--- src/rtl/u8u16_pkg.sv ---
package u8u16_pkg;

   localparam int unsigned MAX_UNITS_DEFAULT = 128;
   localparam logic [8:0]  CAPACITY_RESET    = 9'd128;

   typedef enum logic [1:0] {
      STATUS_UNIT = 2'd0,
      STATUS_OK   = 2'd1,
      STATUS_FAIL = 2'd2
   } status_type;

   typedef struct packed {
      logic [7:0] in_byte;
   } req_payload_type;

   typedef struct packed {
      logic [15:0] code_unit;
      status_type  status;
      logic [7:0]  unit_count;
      logic        last;
   } rsp_payload_type;

   typedef struct packed {
      logic [8:0] capacity_bytes;
   } csr_payload_type;

   // result of one decode step, handed from the decoder to the result register
   typedef struct packed {
      logic            valid;
      rsp_payload_type payload;
   } result_type;

endpackage

--- src/rtl/u8u16_chan.sv ---
interface u8u16_chan #(
   parameter type payload_type = logic
) ();
   logic        valid;
   logic        ready;
   payload_type data;

   modport source (output valid, output data, input ready);
   modport sink   (input valid, input data, output ready);
endinterface

--- src/rtl/utf8_to_utf16le_stream_unit.sv ---
// Decodes a zero-terminated UTF-8 string, one byte per item on req_if, into
// 16-bit code units on rsp_if (1 to 3 byte sequences, Basic Multilingual Plane
// only). A byte is taken every cycle while the result side keeps up; an accepted
// byte is held in the input register, and its result is presented from the
// result register once the decoder steps on that byte. req_if.ready falls only
// when both registers hold items and the result is not being taken. Bytes that
// finish no code point give no result; the zero byte always gives one final
// item with status and unit count and clears the decoder. After an error the
// string is failed and bytes up to the terminator give nothing. csr_if is
// always ready; write capacity_bytes only while no byte is in flight. A write
// does not clear a string in progress.
module utf8_to_utf16le_stream_unit #(
   parameter int unsigned MAX_UNITS = u8u16_pkg::MAX_UNITS_DEFAULT
) (
   input  logic     clock,
   input  logic     reset,
   u8u16_chan.sink   req_if,
   u8u16_chan.sink   csr_if,
   u8u16_chan.source rsp_if
);
   import u8u16_pkg::*;

   logic       req_valid_ff;
   logic [7:0] req_byte_ff;
   logic [8:0] capacity_ff;
   logic       can_load;
   logic       step;
   result_type result;

   assign req_if.ready = !req_valid_ff || can_load;
   assign csr_if.ready = 1'b1;
   assign step         = req_valid_ff && can_load;

   always_ff @(posedge clock) begin
      if (reset) begin
         req_valid_ff <= 1'b0;
      end else if (req_if.ready) begin
         req_valid_ff <= req_if.valid;
      end
   end

   always_ff @(posedge clock) begin
      if (req_if.ready && req_if.valid) begin
         req_byte_ff <= req_if.data.in_byte;
      end
   end

   always_ff @(posedge clock) begin
      if (reset) begin
         capacity_ff <= CAPACITY_RESET;
      end else if (csr_if.valid) begin
         capacity_ff <= csr_if.data.capacity_bytes;
      end
   end

   u8u16_core #(
      .MAX_UNITS (MAX_UNITS)
   ) u_core (
      .clock          (clock),
      .reset          (reset),
      .step           (step),
      .in_byte        (req_byte_ff),
      .capacity_bytes (capacity_ff),
      .result         (result)
   );

   u8u16_rsp_reg u_rsp_reg (
      .clock     (clock),
      .reset     (reset),
      .result    (result),
      .can_load  (can_load),
      .rsp_valid (rsp_if.valid),
      .rsp_ready (rsp_if.ready),
      .rsp_data  (rsp_if.data)
   );

`ifndef NO_ASSERTIONS
   a_final_has_status: assert property (@(posedge clock) disable iff (reset)
      rsp_if.valid && rsp_if.data.last |->
         (rsp_if.data.status == STATUS_OK || rsp_if.data.status == STATUS_FAIL))
      else $error("final item carries a unit status");

   a_final_unit_zero: assert property (@(posedge clock) disable iff (reset)
      rsp_if.valid && rsp_if.data.last |-> rsp_if.data.code_unit == 16'd0)
      else $error("final item carries a non-zero code unit");

   a_unit_counted: assert property (@(posedge clock) disable iff (reset)
      rsp_if.valid && !rsp_if.data.last |->
         rsp_if.data.status == STATUS_UNIT && rsp_if.data.unit_count != 8'd0)
      else $error("code unit item with bad status or zero count");

   a_ready_when_empty: assert property (@(posedge clock) disable iff (reset)
      !rsp_if.valid |-> req_if.ready)
      else $error("input stalled with empty result register");
`endif

endmodule

--- src/rtl/u8u16_core.sv ---
module u8u16_core #(
   parameter int unsigned MAX_UNITS = u8u16_pkg::MAX_UNITS_DEFAULT
) (
   input  logic                   clock,
   input  logic                   reset,
   input  logic                   step,
   input  logic [7:0]             in_byte,
   input  logic [8:0]             capacity_bytes,
   output u8u16_pkg::result_type  result
);
   import u8u16_pkg::*;

   // the 9-bit capacity register cannot give more than 255 units
   localparam int unsigned CAP_UNITS = (MAX_UNITS > 255) ? 255 : MAX_UNITS;
   localparam logic [7:0]  CAP_LIMIT = CAP_UNITS[7:0];

   logic [1:0]  pending_ff, pending_in;
   logic [15:0] point_ff, point_in;
   logic [7:0]  units_ff, units_in;
   logic        failed_ff, failed_in;

   logic [7:0]  unit_limit;
   logic        done;
   logic        ok;

   assign unit_limit = (capacity_bytes[8:1] > CAP_LIMIT) ? CAP_LIMIT : capacity_bytes[8:1];

   always_comb begin
      pending_in = pending_ff;
      point_in   = point_ff;
      units_in   = units_ff;
      failed_in  = failed_ff;
      done       = 1'b0;
      ok         = 1'b0;
      result     = '0;

      if (in_byte == 8'd0) begin
         ok = !failed_ff && (pending_ff == 2'd0) && (capacity_bytes != 9'd0);
         result.valid              = 1'b1;
         result.payload.code_unit  = 16'd0;
         result.payload.status     = ok ? STATUS_OK : STATUS_FAIL;
         result.payload.unit_count = units_ff;
         result.payload.last       = 1'b1;
         pending_in = 2'd0;
         point_in   = 16'd0;
         units_in   = 8'd0;
         failed_in  = 1'b0;
      end else if (!failed_ff) begin
         if (pending_ff != 2'd0) begin
            if (in_byte[7:6] != 2'b10) begin
               failed_in = 1'b1;
            end else begin
               point_in   = {point_ff[9:0], in_byte[5:0]};
               pending_in = pending_ff - 2'd1;
               done       = (pending_ff == 2'd1);
            end
         end else if (!in_byte[7]) begin
            point_in = {8'd0, in_byte};
            done     = 1'b1;
         end else if (in_byte[7:5] == 3'b110) begin
            point_in   = {11'd0, in_byte[4:0]};
            pending_in = 2'd1;
         end else if (in_byte[7:4] == 4'b1110) begin
            point_in   = {12'd0, in_byte[3:0]};
            pending_in = 2'd2;
         end else begin
            failed_in = 1'b1;
         end

         if (done) begin
            if (units_ff >= unit_limit) begin
               failed_in = 1'b1;
            end else begin
               units_in                  = units_ff + 8'd1;
               result.valid              = 1'b1;
               result.payload.code_unit  = point_in;
               result.payload.status     = STATUS_UNIT;
               result.payload.unit_count = units_ff + 8'd1;
               result.payload.last       = 1'b0;
            end
            point_in = 16'd0;
         end
      end

      // drop the result when no byte steps this cycle
      if (!step) begin
         result.valid = 1'b0;
      end
   end

   always_ff @(posedge clock) begin
      if (reset) begin
         pending_ff <= 2'd0;
         point_ff   <= 16'd0;
         units_ff   <= 8'd0;
         failed_ff  <= 1'b0;
      end else if (step) begin
         pending_ff <= pending_in;
         point_ff   <= point_in;
         units_ff   <= units_in;
         failed_ff  <= failed_in;
      end
   end

endmodule

--- src/rtl/u8u16_rsp_reg.sv ---
module u8u16_rsp_reg (
   input  logic                       clock,
   input  logic                       reset,
   input  u8u16_pkg::result_type      result,
   output logic                       can_load,
   output logic                       rsp_valid,
   input  logic                       rsp_ready,
   output u8u16_pkg::rsp_payload_type rsp_data
);
   import u8u16_pkg::*;

   logic            valid_ff;
   rsp_payload_type data_ff;

   // free when empty or when the held item leaves this cycle
   assign can_load  = !valid_ff || rsp_ready;
   assign rsp_valid = valid_ff;
   assign rsp_data  = data_ff;

   always_ff @(posedge clock) begin
      if (reset) begin
         valid_ff <= 1'b0;
      end else if (can_load) begin
         valid_ff <= result.valid;
      end
   end

   always_ff @(posedge clock) begin
      if (can_load && result.valid) begin
         data_ff <= result.payload;
      end
   end

endmodule

--- src/flat_wrapper.sv ---
// flat-port wrapper written by rule: the top's interface ports become plain ports
module utf8_to_utf16le_stream_unit_flat import u8u16_pkg::*;
#(
   parameter int unsigned MAX_UNITS = u8u16_pkg::MAX_UNITS_DEFAULT
)
  (clock, reset, req_if_valid, req_if_data, req_if_ready, csr_if_valid, csr_if_data, csr_if_ready, rsp_if_valid, rsp_if_data, rsp_if_ready);
  u8u16_chan #(.payload_type(req_payload_type)) req_if_i ();
  u8u16_chan #(.payload_type(csr_payload_type)) csr_if_i ();
  u8u16_chan #(.payload_type(rsp_payload_type)) rsp_if_i ();
  input  logic clock;
  input  logic reset;
  input wire logic [$bits(req_if_i.valid)-1:0] req_if_valid;
  input wire logic [$bits(req_if_i.data)-1:0] req_if_data;
  output wire logic [$bits(req_if_i.ready)-1:0] req_if_ready;
  input wire logic [$bits(csr_if_i.valid)-1:0] csr_if_valid;
  input wire logic [$bits(csr_if_i.data)-1:0] csr_if_data;
  output wire logic [$bits(csr_if_i.ready)-1:0] csr_if_ready;
  output wire logic [$bits(rsp_if_i.valid)-1:0] rsp_if_valid;
  output wire logic [$bits(rsp_if_i.data)-1:0] rsp_if_data;
  input wire logic [$bits(rsp_if_i.ready)-1:0] rsp_if_ready;
  assign req_if_i.valid = req_if_valid;
  assign req_if_i.data = req_if_data;
  assign req_if_ready = req_if_i.ready;
  assign csr_if_i.valid = csr_if_valid;
  assign csr_if_i.data = csr_if_data;
  assign csr_if_ready = csr_if_i.ready;
  assign rsp_if_valid = rsp_if_i.valid;
  assign rsp_if_data = rsp_if_i.data;
  assign rsp_if_i.ready = rsp_if_ready;
  utf8_to_utf16le_stream_unit #(.MAX_UNITS(MAX_UNITS)) u_core (.clock(clock), .reset(reset), .req_if(req_if_i), .csr_if(csr_if_i), .rsp_if(rsp_if_i));
endmodule
--- config.mk ---
export PLATFORM = sky130hd
export DESIGN_NAME = utf8_to_utf16le_stream_unit_flat
export DESIGN_NICKNAME = d
export VERILOG_FILES = /design/src/rtl/u8u16_pkg.sv /design/src/rtl/u8u16_chan.sv /design/src/rtl/utf8_to_utf16le_stream_unit.sv /design/src/rtl/u8u16_core.sv /design/src/rtl/u8u16_rsp_reg.sv /design/src/flat_wrapper.sv
export SDC_FILE = /design/constraint.sdc
export NUM_CORES = 1
export LEC_CHECK = 0
export ABC_AREA = 1
export BUFFER_PORTS_ARGS = -buffer_cell sky130_fd_sc_hd__clkbuf_2
export CAP_MARGIN = 15
export CORE_MARGIN = 2
export CORE_UTILIZATION = 45
export DETAILED_ROUTE_END_ITERATION = 16
export PLACE_DENSITY = 0.73
export SLEW_MARGIN = 10
export SYNTH_ARGS = -nofsm -noshare
export SYNTH_HDL_FRONTEND = slang
export SYNTH_SLANG_ARGS = --single-unit
--- constraint.sdc ---
create_clock -name clock -period 5.5 [get_ports clock]
set_clock_uncertainty 0.1 [all_clocks]
set_input_delay 0.55 -clock clock [delete_from_list [all_inputs] [get_ports clock]]
set_output_delay 0.55 -clock clock [all_outputs]
set_load 0.005 [all_outputs]
======== After elaboration in Yosys (flattened, before gate mapping) ========
Index checks and enable logic that the tools add are counted.
operators by class
  $add $sub $neg .......................... 2
  multipliers ............................. 0
  div/mod/pow operators ................... 0
  order comparisons ....................... 2
  equality and inequality tests ........... 7
  shifts and indexed selects .............. 0
  muxes and demuxes ....................... 40
  bitwise logic cells ..................... 1
  reductions and logical operators ........ 21
operator list
  kind                   count
  $mux W16               8
  $mux W28               4
  $mux W8                5
  $mux W2                8
  $mux W1                15
  $reduce_bool A9 Y1     1
  $add A8 B1 Y8 const B  1
  $ge A8 B8 Y1           1
  $gt A8 B8 Y1 const B   1
  $logic_not A8 Y1       1
  $logic_and A1 B1 Y1    5
  $reduce_and A5 Y1      1
  $eq A4 B4 Y1 const B   1
  $ne A2 B2 Y1 const B   2
  $reduce_and A4 Y1      1
  $reduce_bool A2 Y1     2
  $reduce_bool A4 Y1     1
  $reduce_or A4 Y1       1
  $eq A3 B3 Y1 const B   1
  $logic_not A1 Y1       3
  $ne A3 B3 Y1 const B   1
  $reduce_bool A3 Y1     1
  $eq A2 B1 Y1 const B   1
  $logic_not A2 Y1       1
  5 further kinds        6
word-level totals
  register bits ........................... 73
  latch bits .............................. 0
  RAM bits ................................ 0
  bits in read-only memories .............. 0
  bits of input ports ..................... 22
  memories kept ........................... 0

======== Longest topological paths before layout ========
Gate-level depths: netlist of the first run.
  word-level depth ........................ 11
  depth in mapped cells ................... 17

======== Cells and area by module ========
Synthesis of the first run repeated with hierarchy kept, for this count alone.
unflattened totals
  cell total of the unflattened synthesis .. 448
  area total of the unflattened synthesis .. 3679.8 um^2
by module, submodules not included
  module                       instances  cells an instance  area an instance (um^2)  seq. area each (um^2)
  u8u16_core                   1          358                2209.6                   540.5
  u8u16_rsp_reg                1          33                 858.3                    830.8
  utf8_to_utf16le_stream_unit  1          57                 611.8                    440.4

======== Worst setup path after synthesis of the first run ========
Ideal clock, no wire load.
  path kind ............................... register -> register
  start point ............................. register u_core.capacity_ff[4]
  end point ............................... register u_core.u_rsp_reg.data_ff, in the netlist u_core.u_rsp_reg.rsp_data[0] (enable)
  library setup time ...................... 0.385 ns
  data arrival time ....................... 2.263 ns
  data required time ...................... 5.015 ns
  path slack .............................. 2.753 ns
  stages on the path, launching flop included .. 15
  path buffers ............................ 0
  clock period less this slack ............ 2.747 ns
  path through ............................ dfxtp_1 nor2_1 nand2_1 nor4_1 nor2_1 inv_1 nand2_1 ha_1 nand2_1 nor2_1 nor2_1 nand2_1 nand2_1 nand4_2 nand2_1
between the ends
  longest elaborated chain between the ends .. 9
RTL lines
  what                     RTL line                           source
  from (decl)              utf8_to_utf16le_stream_unit.sv:25  logic [8:0] capacity_ff;
  from (signal assigned)   utf8_to_utf16le_stream_unit.sv:52  capacity_ff <= csr_if.data.capacity_bytes;
  $gt A8 B8 Y1             u8u16_core.sv:26                   assign unit_limit = (capacity_bytes[8:1] > CAP_LIMIT) ? CAP_LIMIT : capacity_bytes[8:1];
  $mux W8 (*)              u8u16_core.sv:26
  $ge A8 B8 Y1 (*)         u8u16_core.sv:71                   if (units_ff >= unit_limit) begin
  $mux W28 (*)             u8u16_core.sv:71
  $mux W28 (*)             u8u16_core.sv:70                   if (done) begin
  $mux W28 (*)             u8u16_core.sv:48                   end else if (!failed_ff) begin
  $mux W28 (*)             u8u16_core.sv:37                   if (in_byte == 8'd0) begin
  $mux W1 (*)              u8u16_core.sv:86                   if (!step) begin
  $logic_and A1 B1 Y1 (*)  u8u16_rsp_reg.sv:29                if (can_load && result.valid) begin
  to (signal assigned)     u8u16_rsp_reg.sv:30                data_ff <= result.payload;
  to (decl)                u8u16_rsp_reg.sv:13                rsp_payload_type data_ff;
Mark *: on every way between the ends. The rest lies on a longest branch, timed or not.
A chain may end at the register's enable or synchronous reset.

======== Worst setup path after layout of the first run ========
  start point ............................. register u_core.capacity_ff[5]
  end point ............................... register u_core.u_rsp_reg.data_ff, in the netlist u_core.u_rsp_reg.rsp_data[14] (enable)
The elaborated chain is that of the path after synthesis.

==> results of run 1 <==
## flip-flops by register name, indices dropped and copies added, names as in the netlist
register,cells
u_core.u_rsp_reg.rsp_data,27
u_core.u_core.point_ff,16
u_core.capacity_ff,9
u_core.req_byte_ff,8
u_core.u_core.units_ff,8
u_core.u_core.pending_ff,2
u_core.req_valid_ff,1
u_core.u_core.failed_ff,1
u_core.u_rsp_reg.rsp_valid,1
## layer usage
| metal | global-route usage, % | wire [µm] | up-vias | share of wire, % |
|---|---|---|---|---|
| li1 | - | - | 1523 | - |
| met1 | 24.7 | 3530 | 1341 | 49 |
| met2 | 26.6 | 3090 | 88 | 43 |
| met3 | 3.09 | 376 | 10 | 5.3 |
| met4 | 8.83 | 140 | 0 | 2.0 |
| met5 | 0 | 0 | - | 0 |
## logic make-up after synthesis
logic type	count (synthesis)	synth area share (%)
adders and majority gates	9	3.20
buffers and inverters	60	7.15
DFF	73	51.5
other	1	0.107
xor gates and xnor gates	1	0.249
and+or+nand+nor	203	23.8
AOI/OAI and AO/OA	87	14.0
## Yosys cell counts, drive strengths merged
| cell | instances | share of area [%] |
|---|---|---|
| a21oi | 44 | 6.8 |
| a22o | 3 | 0.75 |
| and3 | 4 | 0.71 |
| buf | 10 | 1.8 |
| clkbuf | 5 | 0.53 |
| conb | 1 | 0.11 |
| dfxtp | 38 | 22 |
| edfxtp | 35 | 30 |
| ha | 9 | 3.2 |
| inv | 45 | 4.8 |
| nand2 | 126 | 14 |
| nand3 | 15 | 2.1 |
| nand4 | 6 | 1.2 |
| nor2 | 49 | 5.7 |
| nor3 | 2 | 0.28 |
| nor4 | 1 | 0.18 |
| o211ai | 5 | 1.1 |
| o21ai | 35 | 5.4 |
| xnor2 | 1 | 0.25 |
## worst max-delay path, cell delays in order, from the launching register on
cell	delay [ns]
sky130_fd_sc_hd__dfxtp_1	0.32
sky130_fd_sc_hd__nor2_1	0.11
sky130_fd_sc_hd__nand2_1	0.05
sky130_fd_sc_hd__nor4_1	0.25
sky130_fd_sc_hd__nor2_1	0.09
sky130_fd_sc_hd__inv_1	0.14
sky130_fd_sc_hd__nand2_1	0.08
sky130_fd_sc_hd__ha_1	0.31
sky130_fd_sc_hd__nand2_1	0.09
sky130_fd_sc_hd__nand2_1	0.05
sky130_fd_sc_hd__nor2_1	0.10
sky130_fd_sc_hd__nand2_1	0.07
sky130_fd_sc_hd__nand2_1	0.09
sky130_fd_sc_hd__nand4_2	0.24
sky130_fd_sc_hd__nand2_1	0.38
sky130_fd_sc_hd__buf_8	0.24
## where the power goes
part | total, mW | switching (mW) | internal, mW | leakage [nW]
Combinational | 0.125 | 0.0861 | 0.0391 | 0.991
Clock | 0.345 | 0.186 | 0.159 | 0.0789
Sequential | 0.602 | 0.0109 | 0.591 | 0.643
Total | 1.07 | 0.283 | 0.789 | 1.71
## placed cells by master (no fill, tap or decap), drive strengths merged
master / Yosys / final
nor2: 49 / 49
nand3: 15 / 15
conb: 1 / 1
and3: 4 / 4
edfxtp: 35 / 35
a22o: 3 / 3
clkbuf: 5 / 61
nor4: 1 / 1
clkinv: 0 / 3
ha: 9 / 9
o21ai: 35 / 35
o211ai: 5 / 5
nor3: 2 / 2
xnor2: 1 / 1
nand4: 6 / 6
clkinvlp: 0 / 1
a21oi: 44 / 44
dfxtp: 38 / 38
inv: 45 / 45
nand2: 126 / 126
buf: 10 / 1
## layout make-up
| cell class | instances | share of cell area [%] |
|---|---|---|
| clock inverter | 4 | 0.566 |
| tap | 102 | 3.20 |
| sequential | 73 | 45.5 |
| timing repair buffer | 51 | 6.66 |
| inverter | 45 | 4.24 |
| clock buffer | 11 | 3.30 |
| multi-input combinational | 301 | 36.5 |
## metrics by stage
| stage | cells | hold WS (ns) | total power, mW |
|---|---|---|---|
| after floorplan | 434 | 0.330 | 0.703 |
| after global placement | 571 | 0.351 | 0.733 |
| after detailed placement | 571 | 0.356 | 0.737 |
| after CTS | 586 | 0.262 | 1.08 |
| after global routing | 587 | 0.269 | 1.12 |
| final | 587 | 0.276 | 1.07 |
## how the worst max path moves through the flow
| stage | depth (start not counted) | to |
|---|---|---|
| 2_1_floorplan | 14 | u_core.u_rsp_reg.rsp_data[0]$_SDFFCE_PN1P_ |
| 3_3_place_gp | 14 | u_core.u_rsp_reg.rsp_data[13]$_SDFFCE_PP0P_ |
| 3_5_place_dp | 14 | u_core.u_rsp_reg.rsp_data[15]$_SDFFCE_PP0P_ |
| 4_1_cts | 14 | u_core.u_rsp_reg.rsp_data[10]$_SDFFCE_PP0P_ |
| 5_1_grt | 16 | u_core.u_rsp_reg.rsp_data[24]$_SDFFCE_PP0P_ |
| 6_report | 15 | u_core.u_rsp_reg.rsp_data[14]$_SDFFCE_PP0P_ |
==> results.txt, run 1 <==
- The flow ran to the end, and the final reports show no timing, DRC or antenna violations.
- Number of failing setup endpoints in the final timing report: 0
* Worst Reg2Reg Path Length in Cells: 15
- Timing would allow up to 0.331 GHz.
* Mapped Area: 0.00352 mm²
- Class of the most critical hold timing path: in -> reg
* Worst-path fanout max: 23
- The number of max-slew violations in the final report is 0.
- Floorplan die area: 0.00854 mm²
- Counting I/O delays and the setup requirement, the final critical path takes 3.02 ns.
* Post-DP HPWL: 5150 µm
* Count of boundary I/O pins: 52
* Max clock buf depth: 2
* Clock tree from TritonCTS: done
* Leftover overflow at the end of global routing: 0
* Post-route clock period utilization: 54.9%
- Pin count of the biggest net entering global routing: 29
* Startpoint of the most critical hold path: req_if_data[1]
* YS warnings: 0
- Synth Register Bits: 73
- Final core occ: 52.1%
* DRT Wirelength: 7130 µm
- Placement Cell Area: 0.00381 mm²
- Chip width: 92.4 µm
- Dividing total power by cell area gives a power density of 269 mW/mm².
- The number of antenna diodes in the final layout is 0.
- In the routed design, unresolved DRC markers number 0.
- Summing all flip-flop and latch instances after layout gives 0.00181 mm².
- In the routed layout, each cell is associated on average with a via count of 5.05.
- The worst register-to-register path has a setup slack of 2.48 ns.
* Post-cts repair resize count: 0
- After the last flow step, the layout net total stands at 512.
- Worst Path Class, Setup: reg -> reg
- In this run the mean area of a mapped cell was 8.11 µm².
* Buffer type at the clock tree root: sky130_fd_sc_hd__clkbuf_8
- Synthesis produced 434 cells.
* Die height: 92.4 µm
- Counting instances, the worst hold path has a depth of 1.
- Total of fill cells in the finished design: 710
* Routed length per placed instance: 12.1 µm
- Number of global-route vias before repair: 2601
- Initial core utilization: 46.0%
* Post-detailed-route count of antenna-violating nets: 0
- Timing analysis after detailed placement gives a worst setup slack of 2.04 ns.
- Critical path required time: 5.44 ns
* Library cells used by synthesis: 29
- In this run the critical register-to-register path is launched from u_core.capacity_ff[5]$_SDFFE_PP0P_.
- Across the VDD grid, the largest voltage drop is 122 µV.
* RSZ-0062 raised after global routing: no
* Final WS setup: 2.48 ns
- Post-CTS setup buffer count: 0
* Slew Limit Headroom: 46.6%
- Crit path from: u_core.capacity_ff[5]$_SDFFE_PP0P_
- Global-route wire length before repair: 12000 µm
- The analysis attributes to cell leakage a power of 1.71 nW.
- The share of the Yosys chip area taken by registers is 51.5%.
* Total area of multi-input combinational cells: 0.00146 mm²
- Number of maximum-capacitance constraint violations: 0
- The clock net in this run drives a total of 73 sinks.
* Layout cells sized above 1: 16.5%
- Final Hold Viols: 0
* Kind of start point of the critical path: flop
- Total negative slack: 0 ns
- Number of buffers created by CTS: 9
- The initial antenna violation count came to 0.
* Clock network latency to the later pin of the worst-skew pair: 0.34 ns
* Critical path arrival: 2.96 ns
* Core Box Area: 0.00765 mm²
- Critical Path End Type: flop
- The endpoint identified for the worst register-to-register timing path is u_core.u_rsp_reg.rsp_data[14]$_SDFFCE_PP0P_.
* Length of the first detailed-routing pass in iterations: 4
- Synthesized netlist net count: 465
- Relative to the synthesized area, the layout overhead comes to 13.2%.
- # rows: 32
- Input and output buffers added on the ports amount to 50.
- The number of hold buffers added after CTS was 0.
- Vias: 2962
- At the pin with the least slew margin, the transition time is 0.798 ns.
- Endpoint of the worst hold-timing path: u_core.req_byte_ff[1]$_DFFE_PP_
* Area of all placed cells without fillers: 0.00398 mm²
- Iteration-0 DRC count of the detailed router: 172
- Tot GR Track Use: 17.7%
- H-tree Lvls: 3
- Register clock-pin slew on the reported worst setup and hold paths: 0.07 ns
- Last weighted congestion value of the routability-driven placer: 0.884
No activity file was read; power rests on OpenSTA's default activity.
==> inputs of run 2 (changes only) <==
Clock period 5.5 ns to 3.1 ns, I/O delays scaled along.
==> run 2 against run 1 <==
  * Hold slack got worse by 0.24 ns
  * Register-to-register slack got worse by 2.2 ns
  * Clock power increased by 140%
  * Wire length increased by 0.49%
  * Core utilization increased by 1.3 points
  * Highest routed layer unchanged
==> results.txt, run 2 (synthesis results as in run 1) <==
* Final #Nets: 515 (was 512)
- The clock tree root buffer cell is sky130_fd_sc_hd__clkbuf_8 (unchanged).
- Kind of start point of the critical path: flop (unchanged)
- Number of clock sinks seen by CTS: 73 (unchanged)
- The DRC violation count after routing came to 0 (unchanged).
* Slew Limit Headroom: 50.7% (was 46.6%)
- The detailed-route vias per instance is 4.99 (was 5.05).
- Worst hold path depth: 1 (unchanged)
- The slowest stage cell on the critical path is sky130_fd_sc_hd__dfxtp_1 (was sky130_fd_sc_hd__nand2_1).
- DRT Wirelength: 7170 µm (was 7130 µm)
* Die height: 92.4 µm (unchanged)
- The worst reg2reg path startpoint was u_core.capacity_ff[5]$_SDFFE_PP0P_ (unchanged).
- The antenna diode instance count is 0 (unchanged).
* Vias: 2952 (was 2962)
* Pwr Density: 518 mW/mm² (was 269 mW/mm²)
* Iteration-0 DRC count of the detailed router: 133 (was 172)
- RSZ-0062 raised after global routing: no (unchanged)
- Number of maximum-capacitance constraint violations: 0 (unchanged)
* Minimum clock period after layout: 2.79 ns (was 3.02 ns)
* Antenna violations before repair: 0 (unchanged)
- The width of the die was 92.4 µm (unchanged).
* Clock network latency to the later pin of the worst-skew pair: 0.35 ns (was 0.34 ns)
* Length of the first detailed-routing pass in iterations: 4 (unchanged)
* Critical Path End Type: flop (unchanged)
* Leftover overflow at the end of global routing: 0 (unchanged)
- The kind of cell with the highest combined delay on the critical path is simple AND/OR/NAND/NOR gates (unchanged).
- The arrival time of the worst setup path was 2.79 ns (was 2.96 ns).
* Placement Cell Area: 0.00386 mm² (was 0.00381 mm²)
* Core Box Area: 0.00765 mm² (unchanged)
* Area of all placed cells without fillers: 0.00408 mm² (was 0.00398 mm²)
- Port buffer count: 50 (unchanged)
* H-tree Lvls: 3 (unchanged)
- Post-DP HPWL: 5240 µm (was 5150 µm)
* Startpoint of the most critical hold path: req_if_data[4] (was req_if_data[1])
* Crit path top cell by count: sky130_fd_sc_hd__nand2_1 (unchanged)
- Worst-path fanout max: 10 (was 23)
* # rows: 32 (unchanged)
* Class of the most critical hold timing path: in -> reg (unchanged)
- Peak supply drop: 400 µV (was 122 µV)
- The met3 wire length was 289 µm (was 376 µm).
- The area enclosed by the die boundary is 0.00854 mm² (unchanged).
* LEAKAGE: 1.76 nW (was 1.71 nW)
* Result of the run: completed (unchanged)
* Post-route clock period utilization: 90.1% (was 54.9%)
- Count of boundary I/O pins: 52 (unchanged)
- The slew at the pin closest to its max-slew limit is 0.738 ns (was 0.798 ns).
- Largest stage delay, worst path: 0.33 ns (was 0.38 ns)
- The number of buffers created by CTS is 9 (unchanged).
- Pin count of the biggest net entering global routing: 28 (was 29)
- Met1 Routed Length: 3570 µm (was 3530 µm)
* Layout Area Growth over Synthesis: 15.9% (was 13.2%)
* Post-detailed-route count of antenna-violating nets: 0 (unchanged)
- The fmax came to 0.358 GHz (was 0.331 GHz).
* Initial core utilization: 46.0% (unchanged)
- Tot GR Track Use: 17.3% (was 17.7%)
* Reg2reg setup slack: 0.31 ns (was 2.48 ns)
- Number of failing setup endpoints in the final timing report: 0 (unchanged)
- The setup total negative slack is 0 ns (unchanged).
- Final core occ: 53.3% (was 52.1%)
- Worst Path Class, Setup: reg -> reg (unchanged)
- Final max-slew violation count: 0 (unchanged)
* Top routing layer in use: met4 (unchanged)
- Worst path cell trace: nor2_1 -> nand2_1 -> nor4_1 -> nor2_1 -> inv_1 -> nand2_1 -> ha_1 -> nand2_1 -> nor2_1 -> nor2_1 -> nand2_1 -> nand2_1 -> nand2_1 -> nor2_4 -> buf_4 -> and3_1 (was nor2_1 -> nand2_1 -> nor4_1 -> nor2_1 -> inv_1 -> nand2_1 -> ha_1 -> nand2_1 -> nand2_1 -> nor2_1 -> nand2_1 -> nand2_1 -> nand4_2 -> nand2_1 -> buf_8)
- Terminus of the critical flop-to-flop path: u_core.u_rsp_reg.rsp_data[23]$_SDFFCE_PP0P_ (was u_core.u_rsp_reg.rsp_data[14]$_SDFFCE_PP0P_)
- Worst path bufs/invs: 2 (unchanged)
* Number of global-route vias before repair: 2657 (was 2601)
* Most common library cell in the layout ignoring fill and taps: sky130_fd_sc_hd__nand2_1 (unchanged)
* Endpoint of the worst hold-timing path: u_core.req_byte_ff[4]$_DFFE_PP_ (was u_core.req_byte_ff[1]$_DFFE_PP_)
- Last weighted congestion value of the routability-driven placer: 0.867 (was 0.884)
- Flip-flop count of the largest register, all copies and words added: 27 (unchanged)
- Global-route wire length before repair: 11800 µm (was 12000 µm)
- Register clock-pin slew on the reported worst setup and hold paths: 0.07 ns (about the same)
* Critical path required time: 3.09 ns (was 5.44 ns)
- The met2 wire length came to 3180 µm (was 3090 µm).
- The number of buffers between clock root and the deepest sink is 2 (unchanged).
* Clock tree from TritonCTS: done (unchanged)
- The number of hold violations in the final report was 0 (unchanged).
- Most frequent cells in the layout: sky130_fd_sc_hd__nand2_1 (123), sky130_fd_sc_hd__clkbuf_2 (50), sky130_fd_sc_hd__nor2_1 (45), sky130_fd_sc_hd__inv_1 (43), sky130_fd_sc_hd__a21oi_1 (39) (was sky130_fd_sc_hd__nand2_1 (124), sky130_fd_sc_hd__clkbuf_2 (50), sky130_fd_sc_hd__nor2_1 (45), sky130_fd_sc_hd__inv_1 (43), sky130_fd_sc_hd__a21oi_1 (39))
- The average wire per cell in the routed design came to 12.1 µm (about the same).
- Worst Reg2Reg Path Length in Cells: 16 (was 15)
- The number of buffers added for setup after CTS is 0 (unchanged).
- Layout cells sized above 1: 17.6% (was 16.5%)
-- run 2: cell count changes in the layout (fill, tap and decap cells not counted), sizes merged --
| cell | delta |
|---|---|
| buf | +3 |
| bufinv | +2 |
| clkinvlp | -1 |
-- run 2: worst reg2reg max path, stage by stage (launching register included) --
cell and delay (ns):
sky130_fd_sc_hd__dfxtp_1 0.33, sky130_fd_sc_hd__nor2_1 0.11, sky130_fd_sc_hd__nand2_1 0.05, sky130_fd_sc_hd__nor4_1 0.31, sky130_fd_sc_hd__nor2_1 0.10, sky130_fd_sc_hd__inv_1 0.14
sky130_fd_sc_hd__nand2_1 0.09, sky130_fd_sc_hd__ha_1 0.33, sky130_fd_sc_hd__nand2_1 0.09, sky130_fd_sc_hd__nor2_1 0.13, sky130_fd_sc_hd__nor2_1 0.06, sky130_fd_sc_hd__nand2_1 0.07
sky130_fd_sc_hd__nand2_1 0.08, sky130_fd_sc_hd__nand2_1 0.13, sky130_fd_sc_hd__nor2_4 0.06, sky130_fd_sc_hd__buf_4 0.17, sky130_fd_sc_hd__and3_1 0.20
-- run 2: per-layer routing --
layer / vias up / GRT usage [%]
li1: 1532 / -
met1: 1344 / 24.0
met2: 63 / 26.6
met3: 13 / 2.77
met4: 0 / 8.21
met5: - / 0
-- run 2: stage by stage --
| step | std cells | power (mW) | setup WS (ns) | hold WS, ns |
|---|---|---|---|---|
| final | 591 | 2.11 | 0.308 | 0.0384 |
| after CTS | 591 | 2.13 | 0.181 | 0.0235 |
| after floorplan | 434 | 1.25 | 0.353 | 0.279 |
| after global routing | 591 | 2.20 | 0.124 | 0.0312 |
| after detailed placement | 575 | 1.32 | 0.276 | 0.356 |
| after global placement | 575 | 1.31 | 0.449 | 0.351 |
-- run 2: final cells by class --
class,count,area (µm²)
Clock inverter,5,78.8
Timing Repair Buffer,54,293
Tap cell,102,128
Sequential cell,73,1810
Clock buffer,11,141
Fill cell,726,3570
Inverter,45,169
Multi-Input combinational cell,301,1460
-- run 2: how the worst max path moves through the flow --
stage                                        from                                          end  slack [ns]  cells past startpoint
2_1_floorplan  u_core.capacity_ff[4]$_SDFFE_PP0P_   u_core.u_rsp_reg.rsp_data[0]$_SDFFCE_PN1P_        0.35                     14
3_3_place_gp   u_core.capacity_ff[5]$_SDFFE_PP0P_  u_core.u_rsp_reg.rsp_data[24]$_SDFFCE_PP0P_        0.45                     16
3_5_place_dp   u_core.capacity_ff[5]$_SDFFE_PP0P_  u_core.u_rsp_reg.rsp_data[26]$_SDFFCE_PP0P_        0.28                     16
4_1_cts        u_core.capacity_ff[5]$_SDFFE_PP0P_  u_core.u_rsp_reg.rsp_data[26]$_SDFFCE_PP0P_        0.18                     16
5_1_grt        u_core.capacity_ff[4]$_SDFFE_PP0P_  u_core.u_rsp_reg.rsp_data[26]$_SDFFCE_PP0P_        0.12                     16
6_report       u_core.capacity_ff[5]$_SDFFE_PP0P_  u_core.u_rsp_reg.rsp_data[23]$_SDFFCE_PP0P_        0.31                     16
-- run 2: report_power, final --
| group | leakage (nW) | internal (mW) | switching, mW | total, mW |
|---|---|---|---|---|
| logic | 1.01 | 0.0743 | 0.153 | 0.227 |
| registers | 0.643 | 1.05 | 0.0188 | 1.07 |
| clock network | 0.113 | 0.474 | 0.343 | 0.817 |
| total | 1.76 | 1.60 | 0.515 | 2.11 |
-- run 2: repair_timing --
| item | CTS | global route |
|---|---|---|
| hold buffers | 0 | 0 |
| resized for setup | 0 | 1 |
| setup endpoints to repair | 0 | 11 |
